--- config.mk ---
export PLATFORM = sky130hd
export DESIGN_NAME = wrapped_radius_class_count_nearest_unit_flat
export DESIGN_NICKNAME = d
export VERILOG_FILES = /design/src/rtl/wrcc_pkg.sv /design/src/rtl/wrcc_intf.sv /design/src/rtl/wrcc_front.sv /design/src/rtl/wrcc_queue.sv /design/src/rtl/wrcc_back.sv /design/src/rtl/wrapped_radius_class_count_nearest_unit.sv /design/src/flat_wrapper.sv
export VERILOG_INCLUDE_DIRS = /design/src /design/src/rtl
export SDC_FILE = /design/constraint.sdc
export NUM_CORES = 2
export LEC_CHECK = 0
export BUFFER_PORTS_ARGS = -buffer_cell sky130_fd_sc_hd__buf_2
export CAP_MARGIN = 10
export CORE_ASPECT_RATIO = 0.8
export CORE_MARGIN = 2
export CORE_UTILIZATION = 53
export DETAILED_ROUTE_END_ITERATION = 8
export PLACE_DENSITY = 0.66
export SYNTH_ARGS = -nofsm -noshare
export SYNTH_HDL_FRONTEND = slang
export SYNTH_SLANG_ARGS = --single-unit
--- constraint.sdc ---
create_clock -name clk_i -period 9.9 [get_ports clk_i]
set_clock_uncertainty 0.1 [all_clocks]
set_input_delay 1.98 -clock clk_i [delete_from_list [all_inputs] [get_ports clk_i]]
set_output_delay 1.98 -clock clk_i [all_outputs]
set_load 0.005 [all_outputs]
--- src/rtl/wrapped_radius_class_count_nearest_unit_macros.svh ---
// Assertion macros shared by the wrapped radius class count blocks.
`ifndef WRAPPED_RADIUS_CLASS_COUNT_NEAREST_UNIT_MACROS_SVH
`define WRAPPED_RADIUS_CLASS_COUNT_NEAREST_UNIT_MACROS_SVH

// Same-cycle implication, checked outside reset.
`define WRCC_ASSERT_IMP(lbl, ante, cons, msg) \
  lbl: assert property (@(posedge clk_i) disable iff (!rst_ni) (ante) |-> (cons)) \
    else $error(msg);

// Next-cycle implication, checked outside reset.
`define WRCC_ASSERT_NXT(lbl, ante, cons, msg) \
  lbl: assert property (@(posedge clk_i) disable iff (!rst_ni) (ante) |=> (cons)) \
    else $error(msg);

`endif

--- src/rtl/wrcc_pkg.sv ---
// Shared types, constants and the class lookup for the wrapped radius class counter.
package wrcc_pkg;

  localparam int unsigned ClassCount = 7;
  localparam int unsigned QueueDepth = 4;
  localparam int unsigned QueuePtrW  = $clog2(QueueDepth);

  typedef logic [2:0]  class_t;
  typedef logic [10:0] count_t;

  localparam count_t COUNT_MAX = 11'd2047;
  localparam logic [2:0] SITE_TYPE_NONE = 3'd7;
  localparam logic signed [3:0] NO_CLASS = -4'sd1;

  // Configuration register indexes.
  localparam logic [1:0] REG_WORLD_WIDTH   = 2'd0;
  localparam logic [1:0] REG_REACH_SQUARED = 2'd1;
  localparam logic [1:0] REG_CLASS_MAP     = 2'd2;

  localparam logic [12:0] RESET_WORLD_WIDTH = 13'd4096;
  localparam logic [31:0] RESET_REACH       = 32'd65536;
  localparam logic [20:0] RESET_CLASS_MAP   = 21'd1758760;

  // One classified site as handed from the front stages to the accumulator.
  typedef struct packed {
    logic [31:0] sq_x;
    logic [31:0] sq_y;
    class_t      cls;
    logic        first;
    logic        last;
  } site_job_t;

  function automatic class_t class_of(logic [2:0] kind, logic [20:0] map);
    class_t c;
    c = 3'd0;
    if (kind != SITE_TYPE_NONE) begin
      c = 3'(map >> (5'(kind) * 5'd3));
    end
    if (32'(c) >= ClassCount) begin
      c = 3'd0;
    end
    return c;
  endfunction

endpackage

--- src/rtl/wrcc_intf.sv ---
// Handshake channels for site beats in and result beats out.
interface wrcc_in_if;
  logic        valid;
  logic        ready;
  logic [11:0] site_x;
  logic [11:0] site_y;
  logic [2:0]  site_type;
  logic [15:0] center_x;
  logic [15:0] center_y;
  logic        first_site;
  logic        last_site;

  modport source (output valid, site_x, site_y, site_type, center_x, center_y,
                  first_site, last_site, input ready);
  modport sink (input valid, site_x, site_y, site_type, center_x, center_y,
                first_site, last_site, output ready);
endinterface

interface wrcc_out_if import wrcc_pkg::*; ();
  logic               valid;
  logic               ready;
  count_t             count_class0;
  count_t             count_class1;
  count_t             count_class2;
  count_t             count_class3;
  count_t             count_class4;
  count_t             count_class5;
  count_t             count_class6;
  logic signed [3:0]  nearest_class;

  modport source (output valid, count_class0, count_class1, count_class2, count_class3,
                  count_class4, count_class5, count_class6, nearest_class, input ready);
  modport sink (input valid, count_class0, count_class1, count_class2, count_class3,
                count_class4, count_class5, count_class6, nearest_class, output ready);
endinterface

--- src/rtl/wrcc_front.sv ---
// Front stages: offset, horizontal wrap fold, squares and class lookup.
module wrcc_front import wrcc_pkg::*; (
  input  logic        clk_i,
  input  logic        rst_ni,
  wrcc_in_if.sink     item_in,
  input  logic [12:0] world_width_i,
  input  logic [20:0] class_map_i,
  output logic        push_o,
  output site_job_t   job_o,
  input  logic        full_i
);

  logic adv;
  logic s1_v_q, s2_v_q, s3_v_q;

  logic signed [17:0] dx_raw, dy_raw;
  logic [15:0]        ady_raw;

  logic signed [17:0] dx1_q;
  logic [15:0]        ady1_q;
  class_t             cls1_q;
  logic               first1_q, last1_q;

  logic signed [19:0] half, full, d0, d1, d2;
  logic [15:0]        adx;

  logic [15:0] adx2_q, ady2_q;
  class_t      cls2_q;
  logic        first2_q, last2_q;

  logic [31:0] sq_x_q, sq_y_q;
  class_t      cls3_q;
  logic        first3_q, last3_q;

  // The stages move together; they hold only when the last one cannot hand off.
  assign adv = !s3_v_q || !full_i;
  assign item_in.ready = adv;

  assign dx_raw  = $signed({1'b0, item_in.site_x, 4'b0000}) - $signed({2'b00, item_in.center_x});
  assign dy_raw  = $signed({1'b0, item_in.site_y, 4'b0000}) - $signed({2'b00, item_in.center_y});
  assign ady_raw = dy_raw[17] ? 16'(-dy_raw) : 16'(dy_raw);

  // Fold once into plus or minus half the world width, in 1/16 tile.
  assign half = $signed({4'b0000, world_width_i, 3'b000});
  assign full = $signed({3'b000, world_width_i, 4'b0000});
  assign d0   = 20'(dx1_q);
  assign d1   = (d0 > half) ? d0 - full : d0;
  assign d2   = (d1 < -half) ? d1 + full : d1;
  assign adx  = d2[19] ? 16'(-d2) : 16'(d2);

  always_ff @(posedge clk_i or negedge rst_ni) begin
    if (!rst_ni) begin
      s1_v_q <= 1'b0;
      s2_v_q <= 1'b0;
      s3_v_q <= 1'b0;
    end else if (adv) begin
      s1_v_q <= item_in.valid;
      s2_v_q <= s1_v_q;
      s3_v_q <= s2_v_q;
    end
  end

  always_ff @(posedge clk_i) begin
    if (adv) begin
      dx1_q    <= dx_raw;
      ady1_q   <= ady_raw;
      cls1_q   <= class_of(item_in.site_type, class_map_i);
      first1_q <= item_in.first_site;
      last1_q  <= item_in.last_site;

      adx2_q   <= adx;
      ady2_q   <= ady1_q;
      cls2_q   <= cls1_q;
      first2_q <= first1_q;
      last2_q  <= last1_q;

      sq_x_q   <= 32'(adx2_q) * 32'(adx2_q);
      sq_y_q   <= 32'(ady2_q) * 32'(ady2_q);
      cls3_q   <= cls2_q;
      first3_q <= first2_q;
      last3_q  <= last2_q;
    end
  end

  assign push_o = s3_v_q && !full_i;
  assign job_o  = '{sq_x: sq_x_q, sq_y: sq_y_q, cls: cls3_q, first: first3_q, last: last3_q};

endmodule

--- src/rtl/wrcc_queue.sv ---
// Short queue of classified sites between the front stages and the accumulator.
`include "wrapped_radius_class_count_nearest_unit_macros.svh"

module wrcc_queue import wrcc_pkg::*; (
  input  logic      clk_i,
  input  logic      rst_ni,
  input  logic      push_i,
  input  site_job_t job_i,
  output logic      full_o,
  input  logic      pop_i,
  output logic      empty_o,
  output site_job_t head_o
);

  localparam logic [QueuePtrW:0] FullCount = (QueuePtrW + 1)'(QueueDepth);

  site_job_t              mem_q [QueueDepth];
  logic [QueuePtrW-1:0]   wr_ptr_q, rd_ptr_q;
  logic [QueuePtrW:0]     cnt_q;

  assign full_o  = (cnt_q == FullCount);
  assign empty_o = (cnt_q == '0);
  assign head_o  = mem_q[rd_ptr_q];

  always_ff @(posedge clk_i) begin
    if (push_i) begin
      mem_q[wr_ptr_q] <= job_i;
    end
  end

  always_ff @(posedge clk_i or negedge rst_ni) begin
    if (!rst_ni) begin
      wr_ptr_q <= '0;
      rd_ptr_q <= '0;
      cnt_q    <= '0;
    end else begin
      if (push_i) begin
        wr_ptr_q <= wr_ptr_q + 1'b1;
      end
      if (pop_i) begin
        rd_ptr_q <= rd_ptr_q + 1'b1;
      end
      if (push_i && !pop_i) begin
        cnt_q <= cnt_q + 1'b1;
      end else if (pop_i && !push_i) begin
        cnt_q <= cnt_q - 1'b1;
      end
    end
  end

  `WRCC_ASSERT_IMP(a_no_pop_empty, pop_i, !empty_o, "queue popped while empty")
  `WRCC_ASSERT_NXT(a_fill_tracks, push_i && !pop_i, cnt_q == $past(cnt_q) + 1'b1, "queue fill count did not advance on push")

endmodule

--- src/rtl/wrcc_back.sv ---
// Accumulator: reach test, per-class counts, nearest tracking and the result register.
`include "wrapped_radius_class_count_nearest_unit_macros.svh"

module wrcc_back import wrcc_pkg::*; (
  input  logic        clk_i,
  input  logic        rst_ni,
  input  site_job_t   head_i,
  input  logic        empty_i,
  output logic        pop_o,
  input  logic [31:0] reach_squared_i,
  wrcc_out_if.source  res_out
);

  count_t            cnt_q [ClassCount];
  logic [33:0]       best_q;
  logic signed [3:0] best_cls_q;

  count_t            cnt_d [ClassCount];
  logic [33:0]       best_d;
  logic signed [3:0] best_cls_d;

  logic [33:0]       site_dist, base_best;
  logic              in_reach, closer;

  logic              out_v_q;
  count_t            res_cnt_q [ClassCount];
  logic signed [3:0] res_cls_q;

  // A closing site waits while the previous result is still held.
  assign pop_o = !empty_i && (!head_i.last || !out_v_q || res_out.ready);

  assign site_dist = 34'(head_i.sq_x) + 34'(head_i.sq_y);
  assign base_best = head_i.first ? 34'(reach_squared_i) : best_q;
  assign in_reach  = site_dist <= 34'(reach_squared_i);
  assign closer    = site_dist <= base_best;

  always_comb begin
    for (int k = 0; k < ClassCount; k++) begin
      cnt_d[k] = head_i.first ? '0 : cnt_q[k];
      if (in_reach && head_i.cls == class_t'(k) && cnt_d[k] < COUNT_MAX) begin
        cnt_d[k] = cnt_d[k] + 1'b1;
      end
    end
    best_d     = base_best;
    best_cls_d = head_i.first ? NO_CLASS : best_cls_q;
    if (in_reach && closer) begin
      best_d     = site_dist;
      best_cls_d = $signed({1'b0, head_i.cls});
    end
  end

  always_ff @(posedge clk_i or negedge rst_ni) begin
    if (!rst_ni) begin
      for (int k = 0; k < ClassCount; k++) begin
        cnt_q[k] <= '0;
      end
      best_q     <= 34'(RESET_REACH);
      best_cls_q <= NO_CLASS;
      out_v_q    <= 1'b0;
    end else begin
      if (pop_o) begin
        cnt_q      <= cnt_d;
        best_q     <= best_d;
        best_cls_q <= best_cls_d;
      end
      if (pop_o && head_i.last) begin
        out_v_q <= 1'b1;
      end else if (res_out.ready) begin
        out_v_q <= 1'b0;
      end
    end
  end

  always_ff @(posedge clk_i) begin
    if (pop_o && head_i.last) begin
      res_cnt_q <= cnt_d;
      res_cls_q <= best_cls_d;
    end
  end

  assign res_out.valid         = out_v_q;
  assign res_out.count_class0  = res_cnt_q[0];
  assign res_out.count_class1  = res_cnt_q[1];
  assign res_out.count_class2  = res_cnt_q[2];
  assign res_out.count_class3  = res_cnt_q[3];
  assign res_out.count_class4  = res_cnt_q[4];
  assign res_out.count_class5  = res_cnt_q[5];
  assign res_out.count_class6  = res_cnt_q[6];
  assign res_out.nearest_class = res_cls_q;

  `WRCC_ASSERT_NXT(a_result_loaded, pop_o && head_i.last, out_v_q, "closing site did not raise the result")
  `WRCC_ASSERT_IMP(a_nearest_legal, out_v_q, res_cls_q == NO_CLASS || $unsigned(res_cls_q) < 4'(ClassCount), "nearest class out of range")

endmodule

--- src/rtl/wrapped_radius_class_count_nearest_unit.sv ---
// A closing site's result passes the three front stages, the queue and the result register.
// One site per cycle while the queue has room; front stages, queue and accumulator each take one.
// The result register frees the front: sites keep flowing while a result waits to be taken.
// Reset is asynchronous, active low: control and config registers take their reset values,
// counts clear, the tracked nearest class is -1 and the best distance holds the reset reach.
module wrapped_radius_class_count_nearest_unit import wrcc_pkg::*; (
  input  logic        clk_i,
  input  logic        rst_ni,
  wrcc_in_if.sink     item_in,
  wrcc_out_if.source  res_out,
  input  logic        cfg_we_i,
  input  logic [1:0]  cfg_idx_i,
  input  logic [31:0] cfg_data_i
);

  logic [12:0] world_width_q;
  logic [31:0] reach_q;
  logic [20:0] class_map_q;

  logic      push, full, pop, empty;
  site_job_t job, head;

  always_ff @(posedge clk_i or negedge rst_ni) begin
    if (!rst_ni) begin
      world_width_q <= RESET_WORLD_WIDTH;
      reach_q       <= RESET_REACH;
      class_map_q   <= RESET_CLASS_MAP;
    end else if (cfg_we_i) begin
      case (cfg_idx_i)
        REG_WORLD_WIDTH:   world_width_q <= cfg_data_i[12:0];
        REG_REACH_SQUARED: reach_q       <= cfg_data_i;
        REG_CLASS_MAP:     class_map_q   <= cfg_data_i[20:0];
        default: ;
      endcase
    end
  end

  wrcc_front u_front (
    .clk_i        (clk_i),
    .rst_ni       (rst_ni),
    .item_in      (item_in),
    .world_width_i(world_width_q),
    .class_map_i  (class_map_q),
    .push_o       (push),
    .job_o        (job),
    .full_i       (full)
  );

  wrcc_queue u_queue (
    .clk_i  (clk_i),
    .rst_ni (rst_ni),
    .push_i (push),
    .job_i  (job),
    .full_o (full),
    .pop_i  (pop),
    .empty_o(empty),
    .head_o (head)
  );

  wrcc_back u_back (
    .clk_i          (clk_i),
    .rst_ni         (rst_ni),
    .head_i         (head),
    .empty_i        (empty),
    .pop_o          (pop),
    .reach_squared_i(reach_q),
    .res_out        (res_out)
  );

endmodule
--- src/flat_wrapper.sv ---
// flat-port wrapper written by rule: the top's interface ports become plain ports
module wrapped_radius_class_count_nearest_unit_flat import wrcc_pkg::*;
  (clk_i, rst_ni, cfg_we_i, cfg_idx_i, cfg_data_i, item_in_valid, item_in_site_x, item_in_site_y, item_in_site_type, item_in_center_x, item_in_center_y, item_in_first_site, item_in_last_site, item_in_ready, res_out_valid, res_out_count_class0, res_out_count_class1, res_out_count_class2, res_out_count_class3, res_out_count_class4, res_out_count_class5, res_out_count_class6, res_out_nearest_class, res_out_ready);
  wrcc_in_if item_in_i ();
  wrcc_out_if res_out_i ();
  input  logic clk_i;
  input  logic rst_ni;
  input  logic cfg_we_i;
  input  logic [1:0] cfg_idx_i;
  input  logic [31:0] cfg_data_i;
  input wire logic [$bits(item_in_i.valid)-1:0] item_in_valid;
  input wire logic [$bits(item_in_i.site_x)-1:0] item_in_site_x;
  input wire logic [$bits(item_in_i.site_y)-1:0] item_in_site_y;
  input wire logic [$bits(item_in_i.site_type)-1:0] item_in_site_type;
  input wire logic [$bits(item_in_i.center_x)-1:0] item_in_center_x;
  input wire logic [$bits(item_in_i.center_y)-1:0] item_in_center_y;
  input wire logic [$bits(item_in_i.first_site)-1:0] item_in_first_site;
  input wire logic [$bits(item_in_i.last_site)-1:0] item_in_last_site;
  output wire logic [$bits(item_in_i.ready)-1:0] item_in_ready;
  output wire logic [$bits(res_out_i.valid)-1:0] res_out_valid;
  output wire logic [$bits(res_out_i.count_class0)-1:0] res_out_count_class0;
  output wire logic [$bits(res_out_i.count_class1)-1:0] res_out_count_class1;
  output wire logic [$bits(res_out_i.count_class2)-1:0] res_out_count_class2;
  output wire logic [$bits(res_out_i.count_class3)-1:0] res_out_count_class3;
  output wire logic [$bits(res_out_i.count_class4)-1:0] res_out_count_class4;
  output wire logic [$bits(res_out_i.count_class5)-1:0] res_out_count_class5;
  output wire logic [$bits(res_out_i.count_class6)-1:0] res_out_count_class6;
  output wire logic [$bits(res_out_i.nearest_class)-1:0] res_out_nearest_class;
  input wire logic [$bits(res_out_i.ready)-1:0] res_out_ready;
  assign item_in_i.valid = item_in_valid;
  assign item_in_i.site_x = item_in_site_x;
  assign item_in_i.site_y = item_in_site_y;
  assign item_in_i.site_type = item_in_site_type;
  assign item_in_i.center_x = item_in_center_x;
  assign item_in_i.center_y = item_in_center_y;
  assign item_in_i.first_site = item_in_first_site;
  assign item_in_i.last_site = item_in_last_site;
  assign item_in_ready = item_in_i.ready;
  assign res_out_valid = res_out_i.valid;
  assign res_out_count_class0 = res_out_i.count_class0;
  assign res_out_count_class1 = res_out_i.count_class1;
  assign res_out_count_class2 = res_out_i.count_class2;
  assign res_out_count_class3 = res_out_i.count_class3;
  assign res_out_count_class4 = res_out_i.count_class4;
  assign res_out_count_class5 = res_out_i.count_class5;
  assign res_out_count_class6 = res_out_i.count_class6;
  assign res_out_nearest_class = res_out_i.nearest_class;
  assign res_out_i.ready = res_out_ready;
  wrapped_radius_class_count_nearest_unit u_core (.clk_i(clk_i), .rst_ni(rst_ni), .item_in(item_in_i), .res_out(res_out_i), .cfg_we_i(cfg_we_i), .cfg_idx_i(cfg_idx_i), .cfg_data_i(cfg_data_i));
endmodule
Word-level counts from Yosys, hierarchy flattened. Memory sizes are Yosys's and may differ from the RTL's. Index checks and enable logic that the tools add are counted. Widths: inputs -> output; s select.

Add/subtract/negate cells: 19. $mul: 3. Order comparisons: 12. Equal/unequal tests: 10. Shift-type cells: 1. Multiplexer cells: 30. Reductions and logical operators: 38.

Operator list (number): $mux 11 (14); $add 11x1->11 const B (7); $lt 11x11->1 const B (7); $mux 34 (2); $mul 16x16->32 (2); $mux 20 (2); $le 33x34->1 (1); $sub 16x16->17 (2); $add 32x32->33 (1); $le 33x32->1 (1); $mux 16 (2); $neg 16->16 (2); $shr 21x5->3 (1); $add 20x18->20 (1); $logic_and 1x1->1 (20); $lt 20x20->1 (1); $neg 16->20 (1); $sub 17x18->19 (1); $gt 17x17->1 (1); $eq 3x3->1 const B (4); $mux 3 (4); $mux 4 (2); $logic_not 1->1 (7); $eq 3x2->1 const B (2); 15 further kinds (25).

Register bits: 417. Memory bits (writable): 276. Output and inout bits: 83. Memories kept: 1.

Memories: u_core.u_queue.mem_q (words 4, bits a word 69, rd ports 1, clocked after memory_dff 0, write ports 1, RTL line wrcc_queue.sv:17) `site_job_t mem_q [QueueDepth];`.

Depth between registers and ports, before layout. An unclocked memory read counts as a cell.

Depth after elaboration: 8. Gate-level depth with buffers: 28. Depth with buffers taken out: 26.

Cells and area by module. From an unflattened synthesis, not the netlist that was laid out.

Cells, all modules: 4442. Area, all modules: 50169.4 um^2.

Modules (own cells, without submodules): wrcc_front (instances 1, cells each 2418, area each 23368.7 um^2, sequential area each 4339.2 um^2); wrcc_back (instances 1, cells each 1488, area each 13873.3 um^2, sequential area each 5341.4 um^2); wrcc_queue (instances 1, cells each 395, area each 10426.2 um^2, sequential area each 8463.1 um^2); wrapped_radius_class_count_nearest_unit (instances 1, cells each 141, area each 2501.1 um^2, sequential area each 1666.6 um^2).

Worst setup path before layout. No wires, ideal clock.

Path type: flip-flop to flip-flop. Start point: register u_core.u_front.adx2_q[4]. End point: register u_core.u_front.sq_x_q[31], data pin. Data arrival time: 6542 ps. Slack: 2998 ps. Cell stages (with the launch flop): 25. Path buffers: 2. Period minus slack after synthesis: 6902 ps. Path through: edfxtp_1 clkbuf_1 nand2_1 fa_1 inv_1 fa_1 fa_1 fa_1 fa_1 inv_1 fa_1 inv_1 ha_1 clkbuf_1 a21o_1 a21o_1 a21oi_1 o21a_1 nor3b_1 a2111o_1 nand3_1 or4_1 a31o_2 a21oi_1 xnor2_1.

Word-level cells in the longest chain between the ends: 1.

RTL lines: start, declared (RTL line wrcc_front.sv:27) `logic [15:0] adx2_q, ady2_q;`; start signal, assigned (RTL line wrcc_front.sv:71) `adx2_q <= adx;`; $mul 16x16->32 (RTL line wrcc_front.sv:77) `sq_x_q <= 32'(adx2_q) * 32'(adx2_q);`; end signal, assigned (RTL line wrcc_front.sv:77); end, declared (RTL line wrcc_front.sv:31) `logic [31:0] sq_x_q, sq_y_q;`.

Every way passes these cells. A chain may end at the register's enable or synchronous reset.

Worst setup path in the final report.
Start point: register u_core.u_queue.rd_ptr_q[0]. End point: register u_core.u_back.best_q[19].

Word-level cells in the longest chain between the ends: 5. Elaborated cells on any way between the ends: 11. Classes of those cells: add/sub (1); order compare (2); mux (2); reduce/logical (5); memory (1).

RTL lines: start, declared (RTL line wrcc_queue.sv:18) `logic [QueuePtrW-1:0] wr_ptr_q, rd_ptr_q;`; start signal, assigned (RTL line wrcc_queue.sv:41) `rd_ptr_q <= rd_ptr_q + 1'b1;`; $mem_v2 4x69 *; $add 32x32->33 (tied with other cells) (RTL line wrcc_back.sv:32) `assign site_dist = 34'(head_i.sq_x) + 34'(head_i.sq_y);`; $le 33x34->1 (tied with other cells) (RTL line wrcc_back.sv:35) `assign closer = site_dist <= base_best;`; $logic_and 1x1->1 or $logic_or 1x1->1 (tied branches) (RTL line wrcc_back.sv:46, wrcc_back.sv:30); $mux 34 or $logic_and 1x1->1 (tied branches) (RTL line wrcc_back.sv:46, wrcc_back.sv:30); end signal, assigned (RTL line wrcc_back.sv:57) `best_q <= 34'(RESET_REACH);`; end signal, assigned (RTL line wrcc_back.sv:63) `best_q <= best_d;`; end, declared (RTL line wrcc_back.sv:15) `logic [33:0] best_q;`.

Mark *: on every way between the ends. The rest lies on a longest branch, timed or not.

==> results list <==
- The flow ran to the end, and the final reports show no timing, DRC or antenna violations.
- The worst register-to-register path begins at u_core.u_queue.rd_ptr_q[0].
* Routed wire length on met3: between 5000 and 6000 um
- Cell accounting for the most synthesized area: edfxtp_1
* Predominant post-synthesis flop cell: edfxtp_1
- Die Y-Extent: approximately 270 um
* DR DRC count: 0
* Most common cell in the netlist: inv_1
- Top-level I/O count: 183
* Routed wire length: between 100,000 and 150,000 um
* Sequential element share of the synthesized area: 0.4028
- Required time worst endpoint: 10,330 ps
- Compared with the post-synthesis result, the final layout area differs by 9.551%.
- Buffers placed on the I/O ports in this run total ~180.
* Critical path's largest stage delay: between 900 and 1000 ps
- Die Footprint: approximately 94,000 um2
- TritonCTS built the clock tree.
* Top cells by area, synth: edfxtp_1 (30%), fa_1 (14%), ha_1 (10%)
* Post-CTS Setup Repair Bufs: 0
- For this configuration, the core starts out at a cell density of 0.5337.
- Rows: 99
* Clock buffer count from CTS: between 70 and 80
- H-Tree Level Count: 3
* Cell-by-cell trace of the critical path: mux4_2 -> ha_1 -> a21oi_1 -> o21bai_1 -> a21oi_1 -> a2bb2oi_1 -> o31ai_1 -> o21ai_2 -> nand2_1 -> a22oi_1 -> mux2_2 -> nand2_1 -> ha_1 -> a21o_1 -> a21oi_1 -> nand3_1 -> a21oi_1 -> a21oi_2 -> or2_1 -> a31oi_4 -> buf_4 -> mux2_2 -> o21ai_0
- Via count of the routed design: between 30,000 and 40,000
- The slowest stage of the critical path belongs to the cell dfrtp_4.
- Counting every sink on the clock net gives approximately 680.
- Total of endpoints with negative setup slack in the final report: 0
- Total gr overflow: 0
* Cells on Worst Hold Path: 0
- The first detailed-routing pass ran for 6 iterations.
- Each instance of the synthesized netlist takes up on average approximately 11 um2.
- Across every metal layer, demand over resource in global routing totals 0.2316.
* Critical path buffer and inverter count: 1
- The number of gates resized after CTS was 0.
- Hold WC Path Type: reg2reg
- Pin count of the biggest net entering global routing: slightly above 90
* Number of enable-type register cells in the synthesized netlist: 491
- Cell family contributing the most delay on the critical path: compound AO/OA/AOI/OAI gates
- Number of register bits inferred by synthesis: slightly below 700
- Along the worst path, the maximum fanout reaches 43.
- Headroom to the max-slew limit: 0.2500
* Number of instances in the synthesized netlist: 4,336
* Dpl hpwl: ~78,000 um
- Setup total negative slack on the finished layout was measured at 0 ps.
- Number of warnings printed during yosys synthesis: 0
* Clk pin slew, worst setup/hold paths: about 70 ps
- After detailed routing, the number of vias per cell comes to 5.513.
- The number of cells on the worst reg-to-reg path is 23.
* Destination of the worst register-to-register timing path: u_core.u_back.best_q[19]
- Top achievable clock speed: approximately 130 MHz
- Die Span X: ~340 um
- For this block, the initial DRC count from the detailed router was roughly 2,100.
- In the finished design, the share of the clock period the worst path needs comes to 0.7721.
* Post-detailed-route count of antenna-violating nets: 0
- The number of antenna violations at the first check in global routing is 0.
* List of most frequent post-synthesis cells: inv_1 (639), edfxtp_1 (491), nand2_1 (398)
* Core region area: between 90,000 and 100,000 um2
- Maximum buffer depth of the clock tree: 3
* Maxcap violations: 0
- The tree is rooted in a clkbuf_16.
- Fill cells in the final layout number 7,513.
- For the finished layout, the period the worst path requires is roughly 7600 ps.
- Area share of the leading cell type in the synthesized netlist: 0.3034
* Critical path start-end classification: reg2reg
- Fin. Hold Viols: 0
* Hold Path Sink: u_core.u_front.ady2_q[7]
* Top routing layer in use: met4
- Final slew viol count: 0
- Data on the critical path arrives at its endpoint at 8070 ps.
- FF-to-FF setup slack: about 2300 ps
- Of the cells placed in the final design, the portion with a size suffix greater than 1 is 0.1240.
* Worst Setup End Kind: flip-flop
- Final estimated routing congestion in global placement: around 0.85
* Hold Startpoint: u_core.u_front.ady1_q[7]
- Synthesis produced a netlist with a net count of 5,161.
- Counting stages on the worst path, the most repeated cell is a21oi_1.
- WL met2: roughly 47,000 um
- Async set-or-reset flop fraction in the synthesized netlist: 0.2811
* Global-route wire length before repair: roughly 170,000 um
- 0 antenna diodes ended up in the layout.
- For the pin with the worst max-slew slack, the measured transition is ~1100 ps.
- Worst Setup Start Kind: flip-flop
- Via count of the first global-routing pass: between 30,000 and 40,000
* Netlist cell types: 90
- Worst-Skew Late Latency: around 620 ps
* Hold buffer count at cts: 0
- Setup repair after global routing missed its margin: false
* Average wire per standard cell: 18.42 um
- Nets: roughly 5,300
- In this run the cell area of the synthesized design comes to about 49,000 um2.
- Post-route met1 wirelength: a little over 50,000 um
## sequential cells by signal (all words and copies together), names as in the netlist, 4 cells and up
name / flops
u_core.class_map_q: 21
u_core.reach_q: 32
u_core.u_back.best_cls_q: 4
u_core.u_back.best_q: 34
u_core.u_back.cnt_q: 77
u_core.u_back.res_out.count_class0: 11
u_core.u_back.res_out.count_class1: 11
u_core.u_back.res_out.count_class2: 11
u_core.u_back.res_out.count_class3: 11
u_core.u_back.res_out.count_class4: 11
u_core.u_back.res_out.count_class5: 11
u_core.u_back.res_out.count_class6: 11
u_core.u_back.res_out.nearest_class: 4
u_core.u_front.adx2_q: 16
u_core.u_front.ady1_q: 16
u_core.u_front.ady2_q: 16
u_core.u_front.dx1_q: 17
u_core.u_front.sq_x_q: 31
u_core.u_front.sq_y_q: 31
u_core.u_queue.mem_q: 268
u_core.world_width_q: 13
## kinds of logic (layout without fill, tap and decap cells)
kind of cell | count (synthesis) | count (layout) | share of synthesized area
buffers and inverters | 772 | 983 | 0.06028
AO/OA/AOI/OAI | 625 | 625 | 0.08421
flip-flops | 683 | 683 | 0.4028
adder cells (fa/ha/maj) | 725 | 725 | 0.2385
AND/OR/NAND/NOR | 1105 | 1105 | 0.1119
multiplexers | 212 | 212 | 0.06366
XOR/XNOR | 214 | 214 | 0.03873
## worst max-delay path by stage
stage	startpoint	to	slack, ps	cells after the start
2_1_floorplan	u_core.u_front.adx2_q[4]	u_core.u_front.sq_x_q[31]	3000	24
3_3_place_gp	u_core.u_queue.rd_ptr_q[0]	u_core.u_back.best_q[19]	2210	24
3_5_place_dp	u_core.u_queue.rd_ptr_q[0]	u_core.u_back.best_q[19]	2170	23
4_1_cts	u_core.u_queue.rd_ptr_q[0]	u_core.u_back.best_q[19]	2160	23
5_1_grt	u_core.u_queue.rd_ptr_q[0]	u_core.u_back.best_q[19]	1550	23
6_report	u_core.u_queue.rd_ptr_q[0]	u_core.u_back.best_q[19]	2260	23
## cells in the final DEF, fill, tap and decap left out, types with 13 or more instances in the layout
cell type / instances
nor2_1: 174
mux2_2: 85
nor4_1: 13
fa_1: 335
or2_2: 31
and3_1: 30
buf_4: 32
buf_2: 181
mux2i_1: 57
o21a_1: 24
nor2b_1: 36
or3_1: 30
xor2_1: 56
edfxtp_1: 491
xnor2_1: 157
clkbuf_1: 17
ha_1: 390
o31ai_1: 15
dfstp_2: 17
clkbuf_16: 76
dfrtp_1: 173
a21o_1: 76
nand3_1: 101
inv_1: 638
nand2_1: 398
nor3_1: 41
and2_1: 115
o311ai_0: 19
mux4_2: 68
o211ai_1: 14
nand2b_1: 24
o21ai_1: 17
o311ai_1: 17
o21bai_1: 21
nand4_1: 58
o21ai_0: 136
a21oi_1: 157
a31oi_1: 25
## layout make-up
cell class / instances / area [um2] / area share
Timing Repair Buffer: 214 / 1160 / 0.02179
Multi-Input combinational cell: 2881 / 26150 / 0.4912
Clock buffer: 99 / 2048 / 0.03848
Sequential cell: 683 / 19580 / 0.3678
Inverter: 640 / 2404 / 0.04515
Tap cell: 1212 / 1516 / 0.02849
Clock inverter: 30 / 376.6 / 0.007075
## per-layer routing
layer,global-route usage,vias up
met1,0.3468,15650
met4,0.05321,0
met5,0,-
li1,-,15310
met2,0.3551,668
met3,0.03821,126
## stage by stage
step | cell area [um2] | instances | hold slack (ps) | setup slack [ps] | util
after floorplan | 48590 | 4336 | 300.3 | 2998 | -
after global placement | 50810 | 5630 | 300.8 | 2205 | 0.5580
after detailed placement | 50810 | 5630 | 304.5 | 2173 | 0.5580
after CTS | 53230 | 5759 | 310.0 | 2163 | 0.5847
after global routing | 53230 | 5759 | 316.5 | 1551 | 0.5847
final | 53230 | 5759 | 308.5 | 2256 | 0.5847
## worst reg2reg max path: stages (launching register included)
cell	delay [ps]
dfrtp_4	950
mux4_2	630
ha_1	350
a21oi_1	250
o21bai_1	120
a21oi_1	240
a2bb2oi_1	390
o31ai_1	250
o21ai_2	300
nand2_1	110
a22oi_1	170
mux2_2	360
nand2_1	110
ha_1	250
a21o_1	180
a21oi_1	220
nand3_1	120
a21oi_1	170
a21oi_2	230
or2_1	330
a31oi_4	840
buf_4	400
mux2_2	360
o21ai_0	130
Power is not shown: default switching activity piles up to over one toggle a cycle in this logic, so the estimate is an artifact.
